`config.mk`:
```
export PLATFORM = sky130hd
export DESIGN_NAME = datapoint_payload_validator
export DESIGN_NICKNAME = d
export VERILOG_FILES = /design/src/hw/rtl/dpv_pkg.sv /design/src/hw/rtl/datapoint_payload_validator.sv /design/src/hw/rtl/dpv_front.sv /design/src/hw/rtl/dpv_queue.sv /design/src/hw/rtl/dpv_back.sv
export SDC_FILE = /design/constraint.sdc
export NUM_CORES = 1
export LEC_CHECK = 0
export BUFFER_PORTS_ARGS = -buffer_cell sky130_fd_sc_hd__buf_2
export CAP_MARGIN = 40
export CORE_MARGIN = 2
export CORE_UTILIZATION = 30
export CTS_BUF_LIST = sky130_fd_sc_hd__clkbuf_8
export DETAILED_ROUTE_END_ITERATION = 10
export SLEW_MARGIN = 5
export SYNTH_ARGS = -nofsm -noshare
export SYNTH_HDL_FRONTEND = slang
export SYNTH_SLANG_ARGS = --single-unit
```
`constraint.sdc`:
```
create_clock -name clk -period 8.6 [get_ports clk]
set_input_delay 0.86 -clock clk [delete_from_list [all_inputs] [get_ports clk]]
set_output_delay 0.86 -clock clk [all_outputs]
set_load 0.05 [all_outputs]
```
`src/hw/rtl/dpv_pkg.sv`:
```
// ----------------------------------------------------------------------------
// dpv_pkg
// Shared types, status codes and checking functions for the payload validator.
// ----------------------------------------------------------------------------
package dpv_pkg;

  typedef enum logic [2:0] {
    ST_OK          = 3'd0,
    ST_UNSUPPORTED = 3'd1,
    ST_BAD_LENGTH  = 3'd2,
    ST_BAD_VALUE   = 3'd3,
    ST_RANGE       = 3'd4
  } status_t;

  localparam logic [7:0] MAX_STR_LEN = 8'd254;
  localparam int         HEAD_DEPTH  = 8;

  // classified job handed from the front part to the back part
  typedef struct packed {
    logic [15:0] held_type;
    logic [7:0]  len;
    logic [7:0]  lastb;
    logic        zero_seen;
    logic        utf8_bad;
    logic [63:0] head;
  } job_t;

  // days in month with leap adjustment; month 1..12 assumed
  function automatic logic [4:0] month_len(input logic [3:0] month, input logic leap);
    logic [4:0] d;
    begin
      case (month)
        4'd2: d = leap ? 5'd29 : 5'd28;
        4'd4, 4'd6, 4'd9, 4'd11: d = 5'd30;
        default: d = 5'd31;
      endcase
      month_len = d;
    end
  endfunction

  // leap rule for 1900..2155; only 1900 and 2100 are century exceptions
  function automatic logic is_leap(input logic [11:0] year);
    begin
      is_leap = (year[1:0] == 2'b00) && (year != 12'd1900) && (year != 12'd2100);
    end
  endfunction

  function automatic logic date_ok(input logic [11:0] year, input logic [7:0] month,
                                   input logic [7:0] day);
    begin
      if (month == 8'd0 || month > 8'd12 || day == 8'd0) date_ok = 1'b0;
      else date_ok = day <= {3'd0, month_len(month[3:0], is_leap(year))};
    end
  endfunction

endpackage

```
`src/hw/rtl/datapoint_payload_validator.sv`:
```
// Status: the job of the last byte is written to the queue at that byte's
// transfer and then loaded into the output register once that register has
// room; other bytes give no result.
// Throughput: one byte per cycle while the two-entry job queue has room, set by
// the per-byte front tracking logic; the queue absorbs output stalls.
// Reset: synchronous active-high rst clears counters, decoder state, queue
// and output valid; no clearing pass is needed.
// ----------------------------------------------------------------------------
// datapoint_payload_validator
// Top level: front classifier, job queue, and status evaluator.
// ----------------------------------------------------------------------------
module datapoint_payload_validator (
  input  logic        clk,
  input  logic        rst,
  input  logic [15:0] main_type,
  input  logic [7:0]  data_byte,
  input  logic        last_byte,
  input  logic        in_valid,
  output logic        in_ready,
  output logic [2:0]  status,
  output logic        out_valid,
  input  logic        out_ready
);
  import dpv_pkg::*;

  job_t f_job;
  job_t q_job;
  logic f_valid;
  logic f_ready;
  logic q_valid;
  logic q_ready;

  dpv_front u_front (
    .clk, .rst, .main_type, .data_byte, .last_byte, .in_valid, .in_ready,
    .job(f_job), .job_valid(f_valid), .job_ready(f_ready)
  );

  dpv_queue u_queue (
    .clk, .rst, .wr_job(f_job), .wr_valid(f_valid), .wr_ready(f_ready),
    .rd_job(q_job), .rd_valid(q_valid), .rd_ready(q_ready)
  );

  dpv_back u_back (
    .clk, .rst, .job(q_job), .job_valid(q_valid), .job_ready(q_ready),
    .status, .out_valid, .out_ready
  );

endmodule

```
`src/hw/rtl/dpv_front.sv`:
```
// ----------------------------------------------------------------------------
// dpv_front
// Accepts payload bytes, tracks count, head bytes, zero and UTF-8 state, and
// emits one classified job per payload on the last byte.
// ----------------------------------------------------------------------------
module dpv_front (
  input  logic             clk,
  input  logic             rst,
  input  logic [15:0]      main_type,
  input  logic [7:0]       data_byte,
  input  logic             last_byte,
  input  logic             in_valid,
  output logic             in_ready,
  output dpv_pkg::job_t    job,
  output logic             job_valid,
  input  logic             job_ready
);
  import dpv_pkg::*;

  logic [7:0]  byte_count;
  logic [15:0] held_type;
  logic [7:0]  head_bytes [HEAD_DEPTH];
  logic        zero_seen;
  logic [1:0]  utf8_pending;
  logic [20:0] utf8_code;
  logic [1:0]  utf8_class;
  logic        utf8_fault;

  logic        xfer;
  logic [15:0] cur_type;
  logic [1:0]  pend_next;
  logic [20:0] code_next;
  logic [1:0]  class_next;
  logic        fault_next;
  logic [20:0] lo;

  // a byte moves only when the job queue has room for a possible job
  assign in_ready = job_ready;
  assign xfer     = in_valid && in_ready;
  assign cur_type = (byte_count == 8'd0) ? main_type : held_type;

  // UTF-8 decoder step
  always_comb begin
    pend_next  = utf8_pending;
    code_next  = utf8_code;
    class_next = utf8_class;
    fault_next = utf8_fault;
    lo         = 21'h0;
    if (utf8_pending == 2'd0) begin
      if (data_byte < 8'h80) begin
      end else if (data_byte >= 8'hc2 && data_byte <= 8'hdf) begin
        pend_next = 2'd1; code_next = {16'd0, data_byte[4:0]}; class_next = 2'd0;
      end else if (data_byte >= 8'he0 && data_byte <= 8'hef) begin
        pend_next = 2'd2; code_next = {17'd0, data_byte[3:0]}; class_next = 2'd1;
      end else if (data_byte >= 8'hf0 && data_byte <= 8'hf4) begin
        pend_next = 2'd3; code_next = {18'd0, data_byte[2:0]}; class_next = 2'd2;
      end else begin
        fault_next = 1'b1;
      end
    end else if (data_byte[7:6] != 2'b10) begin
      fault_next = 1'b1;
      pend_next  = 2'd0;
    end else begin
      code_next = {utf8_code[14:0], data_byte[5:0]};
      pend_next = utf8_pending - 2'd1;
      case (utf8_class)
        2'd0:    lo = 21'h80;
        2'd1:    lo = 21'h800;
        default: lo = 21'h10000;
      endcase
      if (pend_next == 2'd0 &&
          (code_next < lo || code_next > 21'h10ffff ||
           (code_next >= 21'hd800 && code_next <= 21'hdfff)))
        fault_next = 1'b1;
    end
  end

  // job contents, formed from the byte in flight
  always_comb begin
    job.held_type = cur_type;
    job.len       = (byte_count < MAX_STR_LEN) ? byte_count + 8'd1 : 8'd255;
    job.lastb     = data_byte;
    job.zero_seen = zero_seen;
    job.utf8_bad  = utf8_fault || (utf8_pending != 2'd0);
    for (int i = 0; i < HEAD_DEPTH; i++) begin
      job.head[i*8 +: 8] = (byte_count == 8'(i)) ? data_byte : head_bytes[i];
    end
  end
  assign job_valid = in_valid && last_byte;

  // payload state
  always_ff @(posedge clk) begin
    if (rst) begin
      byte_count   <= 8'd0;
      held_type    <= 16'd0;
      zero_seen    <= 1'b0;
      utf8_pending <= 2'd0;
      utf8_code    <= 21'd0;
      utf8_class   <= 2'd0;
      utf8_fault   <= 1'b0;
    end else if (xfer) begin
      if (last_byte) begin
        byte_count   <= 8'd0;
        held_type    <= 16'd0;
        zero_seen    <= 1'b0;
        utf8_pending <= 2'd0;
        utf8_code    <= 21'd0;
        utf8_class   <= 2'd0;
        utf8_fault   <= 1'b0;
      end else begin
        held_type    <= cur_type;
        if (data_byte == 8'd0) zero_seen <= 1'b1;
        utf8_pending <= pend_next;
        utf8_code    <= code_next;
        utf8_class   <= class_next;
        utf8_fault   <= fault_next;
        if (byte_count != 8'd255) byte_count <= byte_count + 8'd1;
      end
    end
  end

  // head byte store, no reset
  always_ff @(posedge clk) begin
    if (xfer && byte_count < 8'(HEAD_DEPTH)) head_bytes[byte_count[2:0]] <= data_byte;
  end

endmodule

```
`src/hw/rtl/dpv_queue.sv`:
```
// ----------------------------------------------------------------------------
// dpv_queue
// Two-entry job queue between the front and back parts.
// ----------------------------------------------------------------------------
module dpv_queue (
  input  logic          clk,
  input  logic          rst,
  input  dpv_pkg::job_t wr_job,
  input  logic          wr_valid,
  output logic          wr_ready,
  output dpv_pkg::job_t rd_job,
  output logic          rd_valid,
  input  logic          rd_ready
);
  import dpv_pkg::*;

  job_t       mem [2];
  logic       wr_ptr;
  logic       rd_ptr;
  logic [1:0] count;
  logic       push;
  logic       pop;

  assign wr_ready = count != 2'd2;
  assign rd_valid = count != 2'd0;
  assign rd_job   = mem[rd_ptr];
  assign push     = wr_valid && wr_ready;
  assign pop      = rd_valid && rd_ready;

  // pointers and fill level
  always_ff @(posedge clk) begin
    if (rst) begin
      wr_ptr <= 1'b0;
      rd_ptr <= 1'b0;
      count  <= 2'd0;
    end else begin
      if (push) wr_ptr <= ~wr_ptr;
      if (pop) rd_ptr <= ~rd_ptr;
      count <= count + {1'b0, push} - {1'b0, pop};
    end
  end

  // storage
  always_ff @(posedge clk) begin
    if (push) mem[wr_ptr] <= wr_job;
  end

  assert property (@(posedge clk) disable iff (rst) count <= 2'd2)
    else $error("queue overfilled");
  assert property (@(posedge clk) disable iff (rst) (count == 2'd0) |-> !pop)
    else $error("pop from empty queue");
  assert property (@(posedge clk) disable iff (rst)
    (push && !pop) |=> (count == $past(count) + 2'd1))
    else $error("fill level lost a push");

endmodule

```
`src/hw/rtl/dpv_back.sv`:
```
// ----------------------------------------------------------------------------
// dpv_back
// Evaluates a classified job into a status and holds it in an output register.
// ----------------------------------------------------------------------------
module dpv_back (
  input  logic          clk,
  input  logic          rst,
  input  dpv_pkg::job_t job,
  input  logic          job_valid,
  output logic          job_ready,
  output logic [2:0]    status,
  output logic          out_valid,
  input  logic          out_ready
);
  import dpv_pkg::*;

  status_t     res;
  logic [7:0]  h [8];
  logic [7:0]  size;
  logic        supported;
  logic [3:0]  bits;
  logic [4:0]  hr;
  logic [7:0]  fl;
  logic [11:0] year;
  logic        bad;

  always_comb begin
    for (int i = 0; i < 8; i++) h[i] = job.head[i*8 +: 8];
  end

  // size and compact width per type
  always_comb begin
    supported = 1'b1;
    bits      = 4'd0;
    size      = 8'd0;
    case (job.held_type)
      16'd1: begin size = 8'd1; bits = 4'd1; end
      16'd2, 16'd23: begin size = 8'd1; bits = 4'd2; end
      16'd3: begin size = 8'd1; bits = 4'd4; end
      16'd31: begin size = 8'd1; bits = 4'd3; end
      16'd4, 16'd5, 16'd6, 16'd17, 16'd18, 16'd20, 16'd21, 16'd25, 16'd26: size = 8'd1;
      16'd7, 16'd8, 16'd9, 16'd22: size = 8'd2;
      16'd10, 16'd11, 16'd30, 16'd232: size = 8'd3;
      16'd12, 16'd13, 16'd14, 16'd15, 16'd27: size = 8'd4;
      16'd16: size = 8'd14;
      16'd19, 16'd29: size = 8'd8;
      16'd24, 16'd28: size = 8'd0;
      16'd251: size = 8'd6;
      default: supported = 1'b0;
    endcase
  end

  // content checks
  always_comb begin
    res  = ST_OK;
    hr   = h[3][4:0];
    fl   = h[6];
    year = 12'd0;
    bad  = 1'b0;
    if (!supported) res = ST_UNSUPPORTED;
    else if (size == 8'd0 ? job.len > MAX_STR_LEN : job.len != size) res = ST_BAD_LENGTH;
    else if (bits != 4'd0) begin
      if ({1'b0, h[0]} >= (9'd1 << bits)) res = ST_BAD_VALUE;
    end else begin
      case (job.held_type)
        16'd9: if ({h[0], h[1]} == 16'h7fff) res = ST_BAD_VALUE;
        16'd10: if (h[0][4:0] > 5'd23 || h[1] > 8'd59 || h[2] > 8'd59) res = ST_RANGE;
        16'd11: begin
          year = (h[2] >= 8'd90) ? 12'd1900 + {4'd0, h[2]} : 12'd2000 + {4'd0, h[2]};
          if (h[2] > 8'd99 || !date_ok(year, h[1], h[0])) res = ST_BAD_VALUE;
        end
        16'd15: begin
          for (int i = 0; i < 3; i++)
            if (h[i][7:4] > 4'd9 || h[i][3:0] > 4'd9) bad = 1'b1;
          if (bad) res = ST_BAD_VALUE;
        end
        16'd17: if (h[0] > 8'd63) res = ST_BAD_VALUE;
        16'd18: if (h[0][6]) res = ST_BAD_VALUE;
        16'd26: if (h[0][7]) res = ST_BAD_VALUE;
        16'd19: begin
          year = fl[4] ? 12'd2000 : 12'd1900 + {4'd0, h[0]};
          if (h[1][7:4] != 4'd0 || h[2][7:5] != 3'd0 || h[4][7:6] != 2'd0 ||
              h[5][7:6] != 2'd0 || h[7][5:0] != 6'd0) bad = 1'b1;
          if (!fl[3] && !date_ok(year, h[1], h[2])) bad = 1'b1;
          if (!fl[1] && (hr > 5'd24 || h[4] > 8'd59 || h[5] > 8'd59 ||
              (hr == 5'd24 && (h[4] != 8'd0 || h[5] != 8'd0)))) bad = 1'b1;
          if (bad) res = ST_BAD_VALUE;
        end
        16'd24, 16'd28: begin
          if (job.lastb != 8'd0 || job.zero_seen ||
              (job.held_type == 16'd28 && job.utf8_bad)) res = ST_BAD_VALUE;
        end
        16'd251: if (h[4] != 8'd0 || h[5] > 8'd15) res = ST_BAD_VALUE;
        default: res = ST_OK;
      endcase
    end
  end

  // output register
  assign job_ready = !out_valid || out_ready;
  always_ff @(posedge clk) begin
    if (rst) out_valid <= 1'b0;
    else if (job_ready) out_valid <= job_valid;
  end
  always_ff @(posedge clk) begin
    if (job_ready && job_valid) status <= res;
  end

endmodule

```
==> impl_metrics.sql <==
INSERT INTO impl_metrics (metric_group, metric, value, unit) VALUES
('status', 'run_status', 'completed', ''),
('min_path', 'hold_depth', '0', ''),
('sta', 'maxClockFrequency', '202', 'MHz'),
('sta', 'worst_slew_pin_slew', '946', 'ps'),
('detailed_routing', 'drt-initial-drc-count', '492', ''),
('floorplanning', 'design.portCount', '34', ''),
('sta', 'finalSetupViolCount', '0', ''),
('synth', 'post_synth.cell_area_avg', '12.8', 'um^2'),
('floorplanning', 'dieWidth', '213', 'um'),
('floorplanning', 'floorplan.initialDensity', '30.4', '%'),
('cells_and_area', 'layout.cells.non_filler', '1688', ''),
('placed_design', 'routabilityCongestion', '0.840', ''),
('cells_and_area', 'insertedDiodeCount', '0', ''),
('worst_setup_path', 'r2r-end', 'u_back.status[1]$_SDFFCE_PP0P_', ''),
('clock_tree', 'cts_setup_buffers', '0', ''),
('synth', 'dominantRegCellSynth', 'edfxtp_1', ''),
('sta', 'timing_max_transition_violations_final', '0', ''),
('worst_setup_path', 'crit_type', 'reg -> reg', ''),
('sta', 'timing.final.hold_violations', '0', ''),
('sta', 'clock_skew', '19.0', 'ps'),
('sta', 'min_period_over_period', '57.4', '%'),
('worst_setup_path', 'reg2regPathDepth', '20', ''),
('clock_tree', 'max_clock_buf_depth', '3', ''),
('min_path', 'hold_path.class', 'reg -> reg', ''),
('cells_and_area', 'n_fill_cell', '4276', ''),
('synth', 'synth-async-reset-ratio', '0', '%'),
('clock_tree', 'cts.clk_slew.worst_paths', '70', 'ps'),
('synth', 'count_of_yosys_warnings_during_synthesis', '0', ''),
('worst_setup_path', 'cpMaxStageDelayCell', 'dfxtp_4', ''),
('detailed_routing', 'drcViolationCount', '0', ''),
('worst_setup_path', 'cp_common_cell', 'a21oi_1', ''),
('clock_tree', 'clockRootBuffer', 'clkbuf_8', ''),
('grt', 'vias_in_the_first_global_route', '8514', ''),
('detailed_routing', 'drt-total-wl', '28700', 'um'),
('worst_setup_path', 'critical_path.max_stage_delay', '670', 'ps'),
('floorplanning', 'core.rowCount', '76', ''),
('sta', 'maxSlewHeadroom', '37.0', '%'),
('run', 'max_cap_violations', '0', ''),
('detailed_routing', 'num_vias', '8451', ''),
('synth', 'synth.cell_area', '13100', 'um^2'),
('worst_setup_path', 'timing.critical_path.from_type', 'flip-flop', ''),
('pwr', 'peakVddDrop', '0.160', 'mV'),
('clock_tree', 'clock_latency', '550', 'ps'),
('clock_tree', 'clock_tree_from_tritoncts', 'done', ''),
('placed_design', 'place_hpwl', '19500', 'um'),
('synth', 'post_synthesis_sequential_element_count', '284', ''),
('worst_setup_path', 'crit_path_cell_trace', 'buf_4 -> mux2_2 -> a21oi_1 -> o21ai_0 -> a21oi_1 -> nor2_1 -> xnor2_1 -> mux2i_1 -> o21ai_1 -> a21oi_1 -> ha_1 -> inv_1 -> a21oi_1 -> a211o_1 -> nand3_1 -> a31oi_1 -> a31oi_1 -> o211ai_1 -> a41o_1 -> a21bo_1', ''),
('worst_setup_path', 'ff2ff_setup_slack', '3660', 'ps'),
('pwr', 'power_density', '222', 'nW/um^2'),
('synth', 'number_of_enable_flip_flop_cells_after_synthesis', '233', ''),
('sta', 'grt_setup_unrepaired', 'false', ''),
('synth', 'netlist_cell_types', '81', ''),
('worst_setup_path', 'critical_path_required', '8900', 'ps'),
('synth', 'synth_seq_area_share', '61.4', '%'),
('floorplanning', 'design.core.area', '43000', 'um^2'),
('worst_setup_path', 'critical_path_arrival', '5240', 'ps'),
('floorplanning', 'die-height', '213', 'um'),
('worst_setup_path', 'end_kind', 'flip-flop', ''),
('cells_and_area', 'drive_gt1_share', '18.7', '%'),
('grt', 'grt_antenna_before_repair', '0', ''),
('min_path', 'holdPathEnd', 'u_queue.mem[0][65]$_DFFE_PP_', ''),
('placed_design', 'placed_cells_incl_taps', '1615', ''),
('sta', 'totalNegativeSetupSlack', '0', 'ps'),
('cells_and_area', 'flow.area_growth_from_synthesis', '12.1', '%'),
('synth', 'synthCells', '1021', ''),
('placed_design', 'dpl_cell_area', '13900', 'um^2'),
('detailed_routing', 'average_vias_per_placed_instance', '5.01', ''),
('worst_setup_path', 'crit_fanout', '58', ''),
('clock_tree', 'post_cts.resized_instances', '0', ''),
('clock_tree', 'cts-buffers-inserted', '43', ''),
('min_path', 'hold_start', 'u_front.zero_seen$_SDFFE_PP0P_', '');
==> power by group <==
part	leakage (uW)	internal, uW	total, uW	switching [uW]
combinational	0.00192	238	649	412
sequential	0.00253	1590	1650	59.0
clock	0.000432	463	951	488
==> area by class of cell <==
| class | instances | area, um^2 | share of cell area (%) |
|---|---|---|---|
| Timing Repair Buffer | 48 | 319 | 2.18 |
| Clock buffer | 43 | 592 | 4.05 |
| Tap cell | 585 | 732 | 5.00 |
| Multi-Input combinational cell | 670 | 4740 | 32.4 |
| Sequential cell | 284 | 8020 | 54.8 |
| Inverter | 28 | 105 | 0.718 |
| Clock inverter | 30 | 121 | 0.830 |
==> state kept, by name (all words and copies together) (netlist names), named ones only <==
signal	flops
u_back.out_valid	1
u_back.status	3
u_front.utf8_class	2
u_queue.rd_ptr	1
u_front.utf8_code	15
u_front.held_type	16
u_queue.wr_ptr	1
u_front.head_bytes	54
u_queue.count	2
u_front.byte_count	8
u_queue.mem	176
u_front.utf8_fault	1
u_front.utf8_pending	2
u_front.zero_seen	1
==> metrics by stage <==
stage               power, uW  util (%)  hold slack (ps)  setup WS [ps]
finish                   3250      34.0              465           3660
global route             3420      34.0              493           3340
CTS                      3280      34.0              469           3750
detailed placement       2320      32.4              453           3760
global placement         2300      32.2              450           3910
floorplan                2160         -              426            554
==> worst max path at each step <==
stage	depth (start not counted)	slack, ps	endpoint	start
global placement	20	3910	u_back.status[1]$_SDFFCE_PP0P_	flip-flop
floorplan	6	550	u_queue.mem[0][0]$_DFFE_PP_	u_queue.count[0]$_SDFF_PP0_
global route	20	3340	u_back.status[1]$_SDFFCE_PP0P_	flip-flop
finish	20	3660	u_back.status[1]$_SDFFCE_PP0P_	flip-flop
detailed placement	20	3760	u_back.status[1]$_SDFFCE_PP0P_	flip-flop
CTS	20	3750	u_back.status[1]$_SDFFCE_PP0P_	flip-flop
==> cell families (layout without fill, tap and decap cells) <==
kind of cell | Yosys count | count (layout) | synth area share (%)
AO/OA/AOI/OAI | 198 | 198 | 10.5
XOR/XNOR | 12 | 12 | 0.805
adder cells (fa/ha/maj) | 36 | 36 | 3.45
buffers and inverters | 69 | 149 | 2.43
flip-flops | 284 | 284 | 61.4
multiplexers | 107 | 107 | 9.25
other | 1 | 3 | 0.0287
AND/OR/NAND/NOR | 314 | 314 | 12.1
==> critical path: cells and delay by family, from the launching register on <==
kind | cells | cell delay [ps]
flops | 1 | 670
compound gates | 12 | 2080
fa+ha+maj | 1 | 170
buf+inv | 2 | 690
xor+xnor | 1 | 180
simple gates | 2 | 200
mux | 2 | 680
==> cells in the final DEF (no fill, tap or decap), drive strengths merged, types with 12 or more instances in the layout <==
cell and instances:
mux2i 21, a22oi 31, a31oi 19, ha 36
nor4 23, clkinv 12, edfxtp 233, inv 45
buf 48, o21ai 33, nor3 21, nor2 103
nand4 13, nand2 62, a21oi 42, nand3 26
dfxtp 51, clkbuf 43, mux2 86
==> synth_stat cells, drive strengths merged, types with 2 or more instances <==
cell     instances  area share (%)
a2bb2oi          2            0.13
nor2b            5            0.24
nor3            21            0.88
or4              5            0.29
and3             6            0.29
o21a             5            0.29
nor4            23             1.2
xnor2            9            0.60
o211ai           4            0.23
nor2           103             3.0
nor3b            5            0.29
or3             11            0.57
nand3           26             1.0
nand2           62             1.8
edfxtp         233              54
nand3b           6            0.35
a41oi            3            0.20
a21oi           42             1.6
o31ai            9            0.52
a211oi           6            0.42
a311oi           3            0.25
nand4b           2            0.13
nor4bb           2            0.15
a31oi           19            0.91
nor4b            4            0.38
nand4           13            0.62
buf             14            0.85
xor2             3            0.20
inv             27            0.78
ha              36             3.5
o21ai           33             1.3
mux2i           21             1.8
o21ba            2            0.15
clkbuf          27            0.78
a32oi            4            0.27
and2             6            0.29
o22ai            8            0.38
a21o             4            0.23
dfxtp           51             7.8
mux2            86             7.4
a22oi           31             1.8
a211o            4            0.27
a2111oi          4            0.36
nand2b          11            0.53
==> layer usage <==
layer | vias up | global-route usage [%] | share of wire [%]
li1 | 4030 | - | -
met1 | 4139 | 16.2 | 44
met2 | 227 | 22.1 | 49
met3 | 55 | 2.26 | 4.6
met4 | 0 | 4.61 | 2.5
met5 | - | 0 | 0
Power figures use the tool's default switching activity.
